[src/rtl/spd_pkg.sv]
// ---------------------------------------------------------------------------
// spd_pkg
// Types and constants of the sync pattern message deframer.
// ---------------------------------------------------------------------------
`timescale 1ns / 1ps

package spd_pkg;

	localparam int unsigned SYNC_BYTES_DEF = 8;

	localparam int unsigned CFG_IDX_W = 2;

	localparam logic [CFG_IDX_W-1:0] REG_SYNC_PATTERN = CFG_IDX_W'(0);
	localparam logic [CFG_IDX_W-1:0] REG_MAX_PAYLOAD  = CFG_IDX_W'(1);

	localparam logic [63:0] SYNC_PATTERN_RST = 64'd6146850545736025093;
	localparam logic [15:0] MAX_PAYLOAD_RST  = 16'd2000;

	localparam logic [7:0] TYPE_PACKET = 8'd7;
	localparam logic [7:0] TYPE_CONFIG = 8'd6;

	localparam logic [1:0] KIND_PACKET  = 2'd0;
	localparam logic [1:0] KIND_CONFIG  = 2'd1;
	localparam logic [1:0] KIND_UNKNOWN = 2'd2;

	typedef enum logic [1:0] {
		PH_HUNT    = 2'd0,
		PH_HEADER  = 2'd1,
		PH_PAYLOAD = 2'd2,
		PH_SKIP    = 2'd3
	} phase_t;

	typedef struct packed {
		logic [1:0]  kind;
		logic [7:0]  flag_byte;
		logic [15:0] length;
		logic [7:0]  payload_byte;
		logic        data_valid;
		logic        discarded;
		logic        last;
	} result_t;

endpackage

[src/rtl/spd_rx_if.sv]
// ---------------------------------------------------------------------------
// spd_rx_if
// Received byte channel with valid/ready handshake.
// ---------------------------------------------------------------------------
`timescale 1ns / 1ps

interface spd_rx_if;
	logic       valid;
	logic       ready;
	logic [7:0] rx_byte;

	modport source (output valid, output rx_byte, input ready);
	modport sink   (input valid, input rx_byte, output ready);
endinterface

[src/rtl/spd_res_if.sv]
// ---------------------------------------------------------------------------
// spd_res_if
// Result channel of the deframer with valid/ready handshake.
// ---------------------------------------------------------------------------
`timescale 1ns / 1ps

interface spd_res_if;
	logic        valid;
	logic        ready;
	logic [1:0]  kind;
	logic [7:0]  flag_byte;
	logic [15:0] length;
	logic [7:0]  payload_byte;
	logic        data_valid;
	logic        discarded;
	logic        last;

	modport source (output valid, output kind, output flag_byte, output length,
		output payload_byte, output data_valid, output discarded, output last,
		input ready);
	modport sink   (input valid, input kind, input flag_byte, input length,
		input payload_byte, input data_valid, input discarded, input last,
		output ready);
endinterface

[src/rtl/spd_cfg_if.sv]
// ---------------------------------------------------------------------------
// spd_cfg_if
// Register write channel: register index and write data.
// ---------------------------------------------------------------------------
`timescale 1ns / 1ps

interface spd_cfg_if;
	logic                           valid;
	logic                           ready;
	logic [spd_pkg::CFG_IDX_W-1:0]  index;
	logic [63:0]                    data;

	modport source (output valid, output index, output data, input ready);
	modport sink   (input valid, input index, input data, output ready);
endinterface

[src/rtl/sync_pattern_message_deframer_core.sv]
// ---------------------------------------------------------------------------
// sync_pattern_message_deframer_core
// Hunts for a sync pattern in a byte stream, parses the 4-byte header and
// passes payload bytes on, one result per byte, or skips oversized messages.
// ---------------------------------------------------------------------------
// Throughput is one received byte per clock while the input does not stall.
// A byte is registered on acceptance and then processed by the parser
// state, whose result lands in an output register that offers it to the
// sink. The input stalls only while the output register holds a result
// that the sink has not taken and the byte in the input register would
// produce another. Register writes are always accepted and must be
// issued while the block is idle.
`timescale 1ns / 1ps

module sync_pattern_message_deframer_core #(
	parameter int unsigned SYNC_BYTES = spd_pkg::SYNC_BYTES_DEF
) (
	input  logic          clk,
	input  logic          arst_n,
	spd_rx_if.sink        rx,
	spd_res_if.source     res,
	spd_cfg_if.sink       cfg
);

	localparam int unsigned WIN_W  = 8 * SYNC_BYTES;
	localparam int unsigned FILL_W = $clog2(SYNC_BYTES + 1);
	localparam logic [FILL_W-1:0] FILL_FULL = FILL_W'(SYNC_BYTES);

	// Configuration registers
	logic [63:0] sync_pattern_q;
	logic [15:0] max_payload_q;

	// Input stage
	logic       valid_s1;
	logic [7:0] byte_s1;

	// Parser state
	spd_pkg::phase_t phase_q, phase_d;
	logic [WIN_W-1:0]  window_q, window_d;
	logic [FILL_W-1:0] fill_q, fill_d;
	logic [1:0]        hdr_idx_q, hdr_idx_d;
	logic [1:0]        kind_q, kind_d;
	logic [7:0]        flag_q, flag_d;
	logic [15:0]       size_q, size_d;
	logic [15:0]       remaining_q, remaining_d;

	logic [WIN_W+7:0]  window_wide;
	logic [FILL_W-1:0] fill_inc;
	logic [15:0]       rem_dec;
	logic [15:0]       size_full;

	// Result
	logic              produce;
	spd_pkg::result_t  result_d;
	logic              res_valid_q;
	spd_pkg::result_t  res_q;

	logic advance_s1;
	logic out_free;

	assign cfg.ready = 1'b1;

	always_ff @(posedge clk or negedge arst_n) begin
		if (!arst_n) begin
			sync_pattern_q <= spd_pkg::SYNC_PATTERN_RST;
			max_payload_q  <= spd_pkg::MAX_PAYLOAD_RST;
		end else if (cfg.valid) begin
			unique case (cfg.index)
				spd_pkg::REG_SYNC_PATTERN: sync_pattern_q <= cfg.data;
				spd_pkg::REG_MAX_PAYLOAD:  max_payload_q  <= cfg.data[15:0];
				default: ;
			endcase
		end
	end

	assign out_free   = !res_valid_q || res.ready;
	assign advance_s1 = valid_s1 && (!produce || out_free);
	assign rx.ready   = !valid_s1 || advance_s1;

	always_ff @(posedge clk or negedge arst_n) begin
		if (!arst_n) begin
			valid_s1 <= 1'b0;
		end else if (rx.ready) begin
			valid_s1 <= rx.valid;
		end
	end

	always_ff @(posedge clk) begin
		if (rx.valid && rx.ready) begin
			byte_s1 <= rx.rx_byte;
		end
	end

	assign window_wide = {window_q, byte_s1};
	assign fill_inc    = (fill_q < FILL_FULL) ? fill_q + FILL_W'(1) : fill_q;
	assign rem_dec     = remaining_q - 16'd1;
	assign size_full   = {size_q[15:8], byte_s1};

	// Next state of the parser.
	always_comb begin
		phase_d     = phase_q;
		window_d    = window_q;
		fill_d      = fill_q;
		hdr_idx_d   = hdr_idx_q;
		kind_d      = kind_q;
		flag_d      = flag_q;
		size_d      = size_q;
		remaining_d = remaining_q;
		unique case (phase_q)
			spd_pkg::PH_HUNT: begin
				window_d = window_wide[WIN_W-1:0];
				fill_d   = fill_inc;
				if (fill_inc == FILL_FULL && window_d == sync_pattern_q[WIN_W-1:0]) begin
					fill_d    = '0;
					hdr_idx_d = 2'd0;
					phase_d   = spd_pkg::PH_HEADER;
				end
			end
			spd_pkg::PH_HEADER: begin
				hdr_idx_d = hdr_idx_q + 2'd1;
				unique case (hdr_idx_q)
					2'd0: begin
						if (byte_s1 == spd_pkg::TYPE_PACKET) begin
							kind_d = spd_pkg::KIND_PACKET;
						end else if (byte_s1 == spd_pkg::TYPE_CONFIG) begin
							kind_d = spd_pkg::KIND_CONFIG;
						end else begin
							kind_d = spd_pkg::KIND_UNKNOWN;
						end
					end
					2'd1: flag_d = byte_s1;
					2'd2: size_d = {byte_s1, 8'd0};
					default: begin
						size_d      = size_full;
						remaining_d = size_full;
						if (size_full == 16'd0) begin
							phase_d = spd_pkg::PH_HUNT;
						end else if (size_full > max_payload_q) begin
							phase_d = spd_pkg::PH_SKIP;
						end else begin
							phase_d = spd_pkg::PH_PAYLOAD;
						end
					end
				endcase
			end
			spd_pkg::PH_PAYLOAD, spd_pkg::PH_SKIP: begin
				remaining_d = rem_dec;
				if (rem_dec == 16'd0) begin
					phase_d = spd_pkg::PH_HUNT;
				end
			end
			default: ;
		endcase
	end

	// Result of the byte in the input register.
	always_comb begin
		produce               = 1'b0;
		result_d.kind         = kind_d;
		result_d.flag_byte    = flag_d;
		result_d.length       = size_d;
		result_d.payload_byte = 8'd0;
		result_d.data_valid   = 1'b0;
		result_d.discarded    = 1'b0;
		result_d.last         = 1'b0;
		unique case (phase_q)
			spd_pkg::PH_HEADER: begin
				if (hdr_idx_q == 2'd3 && size_full == 16'd0) begin
					produce       = 1'b1;
					result_d.last = 1'b1;
				end
			end
			spd_pkg::PH_PAYLOAD: begin
				produce               = 1'b1;
				result_d.payload_byte = byte_s1;
				result_d.data_valid   = 1'b1;
				result_d.last         = (rem_dec == 16'd0);
			end
			spd_pkg::PH_SKIP: begin
				if (rem_dec == 16'd0) begin
					produce            = 1'b1;
					result_d.discarded = 1'b1;
					result_d.last      = 1'b1;
				end
			end
			default: ;
		endcase
	end

	always_ff @(posedge clk or negedge arst_n) begin
		if (!arst_n) begin
			phase_q     <= spd_pkg::PH_HUNT;
			window_q    <= '0;
			fill_q      <= '0;
			hdr_idx_q   <= 2'd0;
			kind_q      <= 2'd0;
			flag_q      <= 8'd0;
			size_q      <= 16'd0;
			remaining_q <= 16'd0;
		end else if (advance_s1) begin
			phase_q     <= phase_d;
			window_q    <= window_d;
			fill_q      <= fill_d;
			hdr_idx_q   <= hdr_idx_d;
			kind_q      <= kind_d;
			flag_q      <= flag_d;
			size_q      <= size_d;
			remaining_q <= remaining_d;
		end
	end

	always_ff @(posedge clk or negedge arst_n) begin
		if (!arst_n) begin
			res_valid_q <= 1'b0;
		end else if (advance_s1 && produce) begin
			res_valid_q <= 1'b1;
		end else if (res.ready) begin
			res_valid_q <= 1'b0;
		end
	end

	always_ff @(posedge clk) begin
		if (advance_s1 && produce) begin
			res_q <= result_d;
		end
	end

	assign res.valid        = res_valid_q;
	assign res.kind         = res_q.kind;
	assign res.flag_byte    = res_q.flag_byte;
	assign res.length       = res_q.length;
	assign res.payload_byte = res_q.payload_byte;
	assign res.data_valid   = res_q.data_valid;
	assign res.discarded    = res_q.discarded;
	assign res.last         = res_q.last;

endmodule

[src/flat_wrapper.sv]
// flat-port wrapper written by rule: the top's interface ports become plain ports
module sync_pattern_message_deframer_core_flat 
#(
	parameter int unsigned SYNC_BYTES = spd_pkg::SYNC_BYTES_DEF
)
  (clk, arst_n, rx_valid, rx_rx_byte, rx_ready, res_valid, res_kind, res_flag_byte, res_length, res_payload_byte, res_data_valid, res_discarded, res_last, res_ready, cfg_valid, cfg_index, cfg_data, cfg_ready);
  spd_rx_if rx_i ();
  spd_res_if res_i ();
  spd_cfg_if cfg_i ();
  input  logic clk;
  input  logic arst_n;
  input wire logic [$bits(rx_i.valid)-1:0] rx_valid;
  input wire logic [$bits(rx_i.rx_byte)-1:0] rx_rx_byte;
  output wire logic [$bits(rx_i.ready)-1:0] rx_ready;
  output wire logic [$bits(res_i.valid)-1:0] res_valid;
  output wire logic [$bits(res_i.kind)-1:0] res_kind;
  output wire logic [$bits(res_i.flag_byte)-1:0] res_flag_byte;
  output wire logic [$bits(res_i.length)-1:0] res_length;
  output wire logic [$bits(res_i.payload_byte)-1:0] res_payload_byte;
  output wire logic [$bits(res_i.data_valid)-1:0] res_data_valid;
  output wire logic [$bits(res_i.discarded)-1:0] res_discarded;
  output wire logic [$bits(res_i.last)-1:0] res_last;
  input wire logic [$bits(res_i.ready)-1:0] res_ready;
  input wire logic [$bits(cfg_i.valid)-1:0] cfg_valid;
  input wire logic [$bits(cfg_i.index)-1:0] cfg_index;
  input wire logic [$bits(cfg_i.data)-1:0] cfg_data;
  output wire logic [$bits(cfg_i.ready)-1:0] cfg_ready;
  assign rx_i.valid = rx_valid;
  assign rx_i.rx_byte = rx_rx_byte;
  assign rx_ready = rx_i.ready;
  assign res_valid = res_i.valid;
  assign res_kind = res_i.kind;
  assign res_flag_byte = res_i.flag_byte;
  assign res_length = res_i.length;
  assign res_payload_byte = res_i.payload_byte;
  assign res_data_valid = res_i.data_valid;
  assign res_discarded = res_i.discarded;
  assign res_last = res_i.last;
  assign res_i.ready = res_ready;
  assign cfg_i.valid = cfg_valid;
  assign cfg_i.index = cfg_index;
  assign cfg_i.data = cfg_data;
  assign cfg_ready = cfg_i.ready;
  sync_pattern_message_deframer_core #(.SYNC_BYTES(SYNC_BYTES)) u_core (.clk(clk), .arst_n(arst_n), .rx(rx_i), .res(res_i), .cfg(cfg_i));
endmodule
[config.mk]
export PLATFORM = sky130hd
export DESIGN_NAME = sync_pattern_message_deframer_core_flat
export DESIGN_NICKNAME = d
export VERILOG_FILES = /design/src/rtl/spd_pkg.sv /design/src/rtl/spd_rx_if.sv /design/src/rtl/spd_res_if.sv /design/src/rtl/spd_cfg_if.sv /design/src/rtl/sync_pattern_message_deframer_core.sv /design/src/flat_wrapper.sv
export SDC_FILE = /design/constraint.sdc
export NUM_CORES = 1
export LEC_CHECK = 0
export BUFFER_PORTS_ARGS = -buffer_cell sky130_fd_sc_hd__buf_2
export CAP_MARGIN = 20
export CORE_MARGIN = 2
export CORE_UTILIZATION = 45
export CTS_CLUSTER_SIZE = 20
export DETAILED_ROUTE_END_ITERATION = 8
export HOLD_SLACK_MARGIN = 0.02
export PLACE_DENSITY = 0.63
export SETUP_SLACK_MARGIN = 0.15
export SLEW_MARGIN = 20
export SYNTH_ARGS = -nofsm -noshare
export SYNTH_HDL_FRONTEND = slang
export SYNTH_SLANG_ARGS = --single-unit
[constraint.sdc]
create_clock -name clk -period 4.7 [get_ports clk]
set_input_delay 0.94 -clock clk [delete_from_list [all_inputs] [get_ports clk]]
set_output_delay 0.94 -clock clk [all_outputs]
set_load 0.01 [all_outputs]
==> metrics.log, run 1 <==
[metrics] Gate Count Post-Synth: 916
[metrics] setup repair after global routing missed its margin: false
[metrics] portion of total power attributed to sequential cells: 49.6%
[metrics] Mapped Nets: 1019
[metrics] clock net sink count: 233
[metrics] warning count from the yosys run: 0
[metrics] non-filler instance count after layout: 1376
[metrics] count of boundary I/O pins: 119
[metrics] skew final: 0.0167 ns
[metrics] pin count of the biggest net entering global routing: 108
[metrics] ranking of synthesized cells by area: sky130_fd_sc_hd__dfrtp_1, sky130_fd_sc_hd__mux2_2, sky130_fd_sc_hd__edfxtp_1
[metrics] Antenna Violating Nets Remaining: 0
[metrics] Yosys reg bits: 233
[metrics] Initial Utilization: 45.4%
[metrics] Fin. Hold Viols: 0
[metrics] Vias per Instance: 5.31
[metrics] Worst-path clk slew: 0.06 ns
[metrics] CORE AREA: 24200 um2
[metrics] total instance count after detailed placement: 1329
[metrics] cell chosen for the clock root: sky130_fd_sc_hd__clkbuf_16
[metrics] number of buffers added by the clock tree synthesis step: 25
[metrics] antenna violations before repair: 0
[metrics] total internal power: 3.93 mW
[metrics] number of search-and-repair iterations in the first detailed-routing pass: 7
[metrics] average detailed-routed wire length per instance: 18.6 um
[metrics] most common cell after layout, fill and taps aside: sky130_fd_sc_hd__dfrtp_1
[metrics] Fmax: 232 MHz
[metrics] die height: 160 um
[metrics] Synth async-reset ratio: 80.7%
[metrics] power density cells: 421 nW/um2
[metrics] ys flop type: sky130_fd_sc_hd__dfrtp_1
[metrics] capturing element type of the critical path: primary output
[metrics] total die area: 25700 um2
[metrics] largest fanout on the critical path: 9
[metrics] clk_lat worst skew: 0.52 ns
[metrics] FP Rows: 57
[metrics] Max-slew headroom: 31.3%
[metrics] switching power summed over all nets: 1.46 mW
[metrics] proportion of layout cells with a drive suffix above 1: 35.8%
[metrics] worst hold path type: flip-flop to flip-flop
[metrics] area share of the largest cell type after synthesis: 38.0%
[metrics] sequential share of the synthesized area: 55.4%
[metrics] total count of max-transition violations in the final report: 0
[metrics] Setup crit start kind: flip-flop
[metrics] all-layer global routing usage: 20.2%
[metrics] area added between synthesis and finish: 16.5%
[metrics] routed wire length: 25600 um
[metrics] final net count: 1137
[metrics] detailed-route DRC error count: 0
[metrics] Worst EP required: 3.76 ns
[metrics] total of buffers placed on input and output ports: 117
[metrics] htree depth: 1
[metrics] Tcrit/Tclk final: 91.8%
[metrics] vias in the first global route: 7287
[metrics] count of max-cap constraint violations: 0
[metrics] fin crit period: 4.31 ns
[metrics] Net Sw Frac: 27.1%
[metrics] Post-Route Setup TNS: 0 ns
[metrics] Clock Path Buffers: 3
[metrics] number of vias after detailed routing: 7300
[metrics] floorplan die width: 160 um
[metrics] First DRT Iteration DRCs: 383
[metrics] maximum vdd drop: 359 uV
[metrics] number of synthesized flops with an enable pin: 45
[metrics] Mean Syn Cell Area: 12.0 um2
[metrics] number of antenna cells inserted: 0
[metrics] CP Class: flip-flop to primary output
[metrics] synthesized area: 11000 um2
[metrics] placed wire-length estimate after detailed placement: 18100 um
[metrics] CTS tree: done
[metrics] count of different cell masters after synthesis: 65
[metrics] result of the run: completed
[metrics] Clock Power Share: 34.5%
[metrics] post-synthesis cell type with the largest combined area: sky130_fd_sc_hd__dfrtp_1
[metrics] top library cells by usage in the layout, fill and taps aside: sky130_fd_sc_hd__dfrtp_1, sky130_fd_sc_hd__mux2_2, sky130_fd_sc_hd__buf_2
[metrics] arrival time of the worst setup path: 3.37 ns
[metrics] cell leakage power: 5.47 nW
[metrics] total congestion overflow after global routing: 0
[metrics] global-route wire length before repair: 40500 um
[metrics] Placer Congestion: 0.881
[metrics] fraction of power consumed by combinational cells: 15.9%
[metrics] final-report setup violation count: 0
[metrics] worst-margin pin slew: 1.02 ns
per-layer routing:
metal | share of wire [%] | GRT usage, %
met1 | 48 | 29.7
met2 | 45 | 31.6
met3 | 4.3 | 2.75
met4 | 2.3 | 5.12
met5 | 0 | 0
through the flow:
step           total power, mW  setup WS (ns)  util [%]  hold WS [ns]  cell area (um2)
2_1_floorplan             3.24          0.691         -         0.433            11000
3_3_place_gp              3.54          0.668      49.4         0.450            12000
3_5_place_dp              3.57          0.617      49.4         0.456            12000
4_1_cts                   5.45          0.194      52.7         0.470            12700
5_1_grt                   5.67          0.181      52.9         0.488            12800
6_report                  5.39          0.385      52.9         0.465            12800
logic make-up after synthesis:
kind of cell	synth area share [%]
compound gates	6.61
xor+xnor	5.50
fa+ha+maj	2.73
buf+inv	3.05
flops	55.4
mux	15.4
other cells	0.0341
simple gates	11.4
final timing paths:
path                                              to             startpoint  cells past startpoint  slack, ns
min                                 u_core.size_q[5]       u_core.size_q[5]                      2       0.47
min reg2reg                         u_core.size_q[5]       u_core.size_q[5]                      2       0.47
min in group asynchronous     u_core.remaining_q[14]                 arst_n                      1       0.55
max reg2reg                        u_core.phase_q[0]  u_core.remaining_q[4]                      9       1.03
max                                         rx_ready  u_core.remaining_q[4]                      9       0.39
max in group asynchronous  u_core.sync_pattern_q[32]                 arst_n                      2       3.19
flip-flops by register name, indices dropped and copies added, names as in the netlist, 4 cells and up:
name	cells
u_core.res.length	16
u_core.remaining_q	16
u_core.res.flag_byte	8
u_core.res.payload_byte	8
u_core.max_payload_q	16
u_core.window_q	56
u_core.fill_q	4
u_core.flag_q	8
u_core.size_q	16
u_core.sync_pattern_q	64
u_core.byte_s1	8
power by group through the flow:
stage                     clock network (mW)  logic (mW)  registers (mW)
final                                   1.86       0.857            2.68
after CTS                               1.90       0.870            2.68
after global routing                    1.99       0.955            2.72
after detailed placement                   0       0.864            2.71
after floorplan                            0       0.623            2.62
after global placement                     0       0.842            2.70
cell usage after synthesis (all sizes together) (9+ instances only):
library cell  instances
nand4                14
a21oi                21
nor2                 90
mux2                148
buf                  17
dfstp                21
xnor2                11
dfrtp               167
inv                  30
nor3                 12
nand3                 9
edfxtp               45
ha                   24
nand2                70
xor2                 58
o21ai                23
nor4                 20
clkbuf               32
critical path: stages (launching register included):
cell                      delay (ns)
sky130_fd_sc_hd__dfrtp_1        0.47
sky130_fd_sc_hd__or4_4          0.61
sky130_fd_sc_hd__or4_4          0.51
sky130_fd_sc_hd__xor2_2         0.16
sky130_fd_sc_hd__nand4_1        0.20
sky130_fd_sc_hd__o32ai_2        0.33
sky130_fd_sc_hd__a21oi_2        0.13
sky130_fd_sc_hd__nor3b_2        0.27
sky130_fd_sc_hd__inv_1          0.06
sky130_fd_sc_hd__buf_2          0.14
repair_timing:
action,4_1_cts,5_1_grt
endpoints found under the hold margin,0,0
endpoints found under the setup margin,1,1
buffers inserted,0,2
gates resized for setup,1,11
gates cloned,0,0
hold buffers,0,0
pin swaps,0,3
final cells by class:
cell class,count,area [um2]
well taps,324,405
clock inverters,10,60.1
multi-input cells,604,4630
repair buffers,140,779
fillers,2102,11400
clock buffers,35,723
inverters,30,113
flip-flops and latches,233,6080
(Power assumes the default switching activity.)
==> run 2: changes to the inputs <==
BUFFER_PORTS_ARGS = unset   (was -buffer_cell sky130_fd_sc_hd__buf_2)
DONT_BUFFER_PORTS = 1   (was unset)
PLACE_DENSITY = 0.59   (was 0.63)
==> metrics.log, run 2 (synthesized netlist as in run 1, its figures left out) <==
[metrics] result of the run: completed
[metrics] worst flop-to-flop path endpoint: u_core.remaining_q[4]
[metrics] Vias per Instance: 5.47 (+3.2%)
[metrics] Worst-path clk slew: 0.06 ns (about the same)
[metrics] final-report setup violation count: 0 (unchanged)
[metrics] placed wire-length estimate after detailed placement: 17100 um (-5.7%)
[metrics] area added between synthesis and finish: 10.4%
[metrics] count of max-cap constraint violations: 0 (unchanged)
[metrics] largest fanout on the critical path: 6 (-3)
[metrics] cell chosen for the clock root: sky130_fd_sc_hd__clkbuf_16
[metrics] capturing element type of the critical path: primary output
[metrics] Tcrit/Tclk final: 94.1% (+2.3 points)
[metrics] htree depth: 1 (unchanged)
[metrics] total of buffers placed on input and output ports: 0 (-100%)
[metrics] total congestion overflow after global routing: 0 (unchanged)
[metrics] post-layout worst setup margin: 0.276 ns (-0.109 ns)
[metrics] CORE AREA: 24200 um2 (unchanged)
[metrics] Worst R2R Path Depth: 11 (+2)
[metrics] Post-Route Setup TNS: 0 ns (unchanged)
[metrics] arrival time of the worst setup path: 3.48 ns (+0.11 ns)
[metrics] maximum vdd drop: 324 uV (-9.6%)
[metrics] Placer Congestion: 0.851 (-3.4%)
[metrics] Worst Hold Margin: 0.113 ns (-0.352 ns)
[metrics] reg-to-reg slack, setup: 1.09 ns (+0.06 ns)
[metrics] pin count of the biggest net entering global routing: 189 (+75%)
[metrics] worst hold path type: primary input to asynchronous set/reset pin
[metrics] skew final: 0.0147 ns (-0.00198 ns)
[metrics] Initial Utilization: 45.4% (unchanged)
[metrics] all-layer global routing usage: 19.9% (-0.28 points)
[metrics] FP Rows: 57 (unchanged)
[metrics] number of search-and-repair iterations in the first detailed-routing pass: 5 (-2)
[metrics] most common cell after layout, fill and taps aside: sky130_fd_sc_hd__dfrtp_1
[metrics] routed wire length: 25100 um (-2.3%)
[metrics] startpoint of the most critical setup path: u_core.remaining_q[1]
[metrics] average detailed-routed wire length per instance: 20.0 um (+7.3%)
[metrics] clk_lat worst skew: 0.52 ns (about the same)
[metrics] antenna violations before repair: 1 (+1)
[metrics] worst-margin pin slew: 0.918 ns (-0.104 ns)
[metrics] total count of max-transition violations in the final report: 0 (unchanged)
[metrics] final net count: 1014 (-11%)
[metrics] Reg with most FFs: u_core.sync_pattern_q
[metrics] cell leakage power: 4.96 nW (-9.2%)
[metrics] CP Class: flip-flop to primary output
[metrics] total power: 5.36 mW (-0.71%)
[metrics] number of flip-flops in the largest register: 64 (unchanged)
[metrics] FF-to-FF Start: u_core.remaining_q[1]
[metrics] Setup crit start kind: flip-flop
[metrics] count of boundary I/O pins: 119 (unchanged)
[metrics] Fin. Hold Viols: 0 (unchanged)
[metrics] Critical path destination: rx_ready
[metrics] setup repair after global routing missed its margin: false
[metrics] power density cells: 442 nW/um2 (+4.8%)
[metrics] First DRT Iteration DRCs: 441 (+15%)
[metrics] detailed-route DRC error count: 0 (unchanged)
[metrics] worst setup timing slack at the placement stage: 0.541 ns (-0.0757 ns)
[metrics] proportion of layout cells with a drive suffix above 1: 26.3% (-9.6 points)
[metrics] CTS tree: done
[metrics] number of buffers added by the clock tree synthesis step: 25 (unchanged)
[metrics] clock net sink count: 233 (unchanged)
[metrics] registers with the highest flip-flop counts: u_core.sync_pattern_q x64, u_core.window_q x56
[metrics] Max-slew headroom: 38.6% (+7.3 points)
[metrics] top library cells by usage in the layout, fill and taps aside: sky130_fd_sc_hd__dfrtp_1, sky130_fd_sc_hd__mux2_2, sky130_fd_sc_hd__nor2_1
[metrics] die height: 160 um (unchanged)
[metrics] floorplan die width: 160 um (unchanged)
[metrics] fin crit period: 4.42 ns (+0.109 ns)
[metrics] number of vias after detailed routing: 6860 (-6.0%)
[metrics] Antenna Violating Nets Remaining: 0 (unchanged)
[metrics] total die area: 25700 um2 (unchanged)
[metrics] number of antenna cells inserted: 0 (unchanged)
[metrics] Worst EP required: 3.76 ns (about the same)
[metrics] Fmax: 226 MHz (-2.5%)
[metrics] Clock Path Buffers: 3 (unchanged)
[metrics] global-route wire length before repair: 39700 um (-2.0%)
[metrics] vias in the first global route: 6761 (-7.2%)
-- run 2: cell types whose count changed in the layout (fill, tap and decap cells not counted), sizes merged --
cell    before  now
buf        139   17
bufinv       0    2
clkbuf      36   35
clkinv       7    5
-- run 2: metrics by stage --
step / utilization [%] / cells / area (um2)
detailed placement: 46.7 / 1206 / 11300
finish: 50.1 / 1253 / 12100
global route: 50.1 / 1253 / 12100
floorplan: - / 916 / 11000
global placement: 46.7 / 1206 / 11300
CTS: 50.0 / 1251 / 12100
-- run 2: how the worst min path moves through the flow --
stage	startpoint	to	slack, ns	cells past startpoint
after detailed placement	u_core.size_q[6]	u_core.size_q[6]	0.46	2
after global placement	u_core.kind_q[1]	u_core.kind_q[1]	0.45	2
after floorplan	u_core.kind_q[1]	u_core.kind_q[1]	0.43	2
after CTS	arst_n	u_core.remaining_q[2]	0.1	0
final	arst_n	u_core.remaining_q[12]	0.11	0
after global routing	arst_n	u_core.size_q[15]	0.09	0
-- run 2: final cells by class --
class                           count  area, um2
Clock inverter                     10        103
Clock buffer                       35        683
Sequential cell                   233       6080
Tap cell                          324        405
Multi-Input combinational cell    604       4610
Timing Repair Buffer               17        128
Inverter                           30        113
Fill cell                        2156      12100
-- run 2: critical path, stage by stage, from the launching register on --
cell	delay, ns
sky130_fd_sc_hd__dfrtp_1	0.42
sky130_fd_sc_hd__inv_1	0.11
sky130_fd_sc_hd__ha_2	0.21
sky130_fd_sc_hd__or3b_4	0.42
sky130_fd_sc_hd__or4_1	0.43
sky130_fd_sc_hd__xor2_1	0.19
sky130_fd_sc_hd__nand4_1	0.21
sky130_fd_sc_hd__o32ai_2	0.34
sky130_fd_sc_hd__a21oi_2	0.13
sky130_fd_sc_hd__nor3b_2	0.36
sky130_fd_sc_hd__inv_1	0.14
-- run 2: where the power goes --
part           switching [mW]  total, mW  leakage (nW)  internal (mW)
Clock                   0.784       1.90         0.377           1.12
Sequential              0.281       2.68          2.60           2.40
Combinational           0.340      0.771          1.99          0.431
Total                    1.40       5.36          4.96           3.95
-- run 2: metal layers --
metal	part of all wire (%)	routed length, um	vias up	global-route usage [%]
met5	0.052	13	-	0
li1	-	-	3228	-
met2	45	11300	169	30.7
met3	5.5	1370	39	4.18
met4	2.5	627	2	5.20
met1	47	11800	3422	28.7
-- run 2: repair_timing --
item	in CTS	in global routing
endpoints found under the setup margin	1	1
resized for setup	1	6
setup buffers	0	2
pin swaps	1	2
hold buffers	0	0
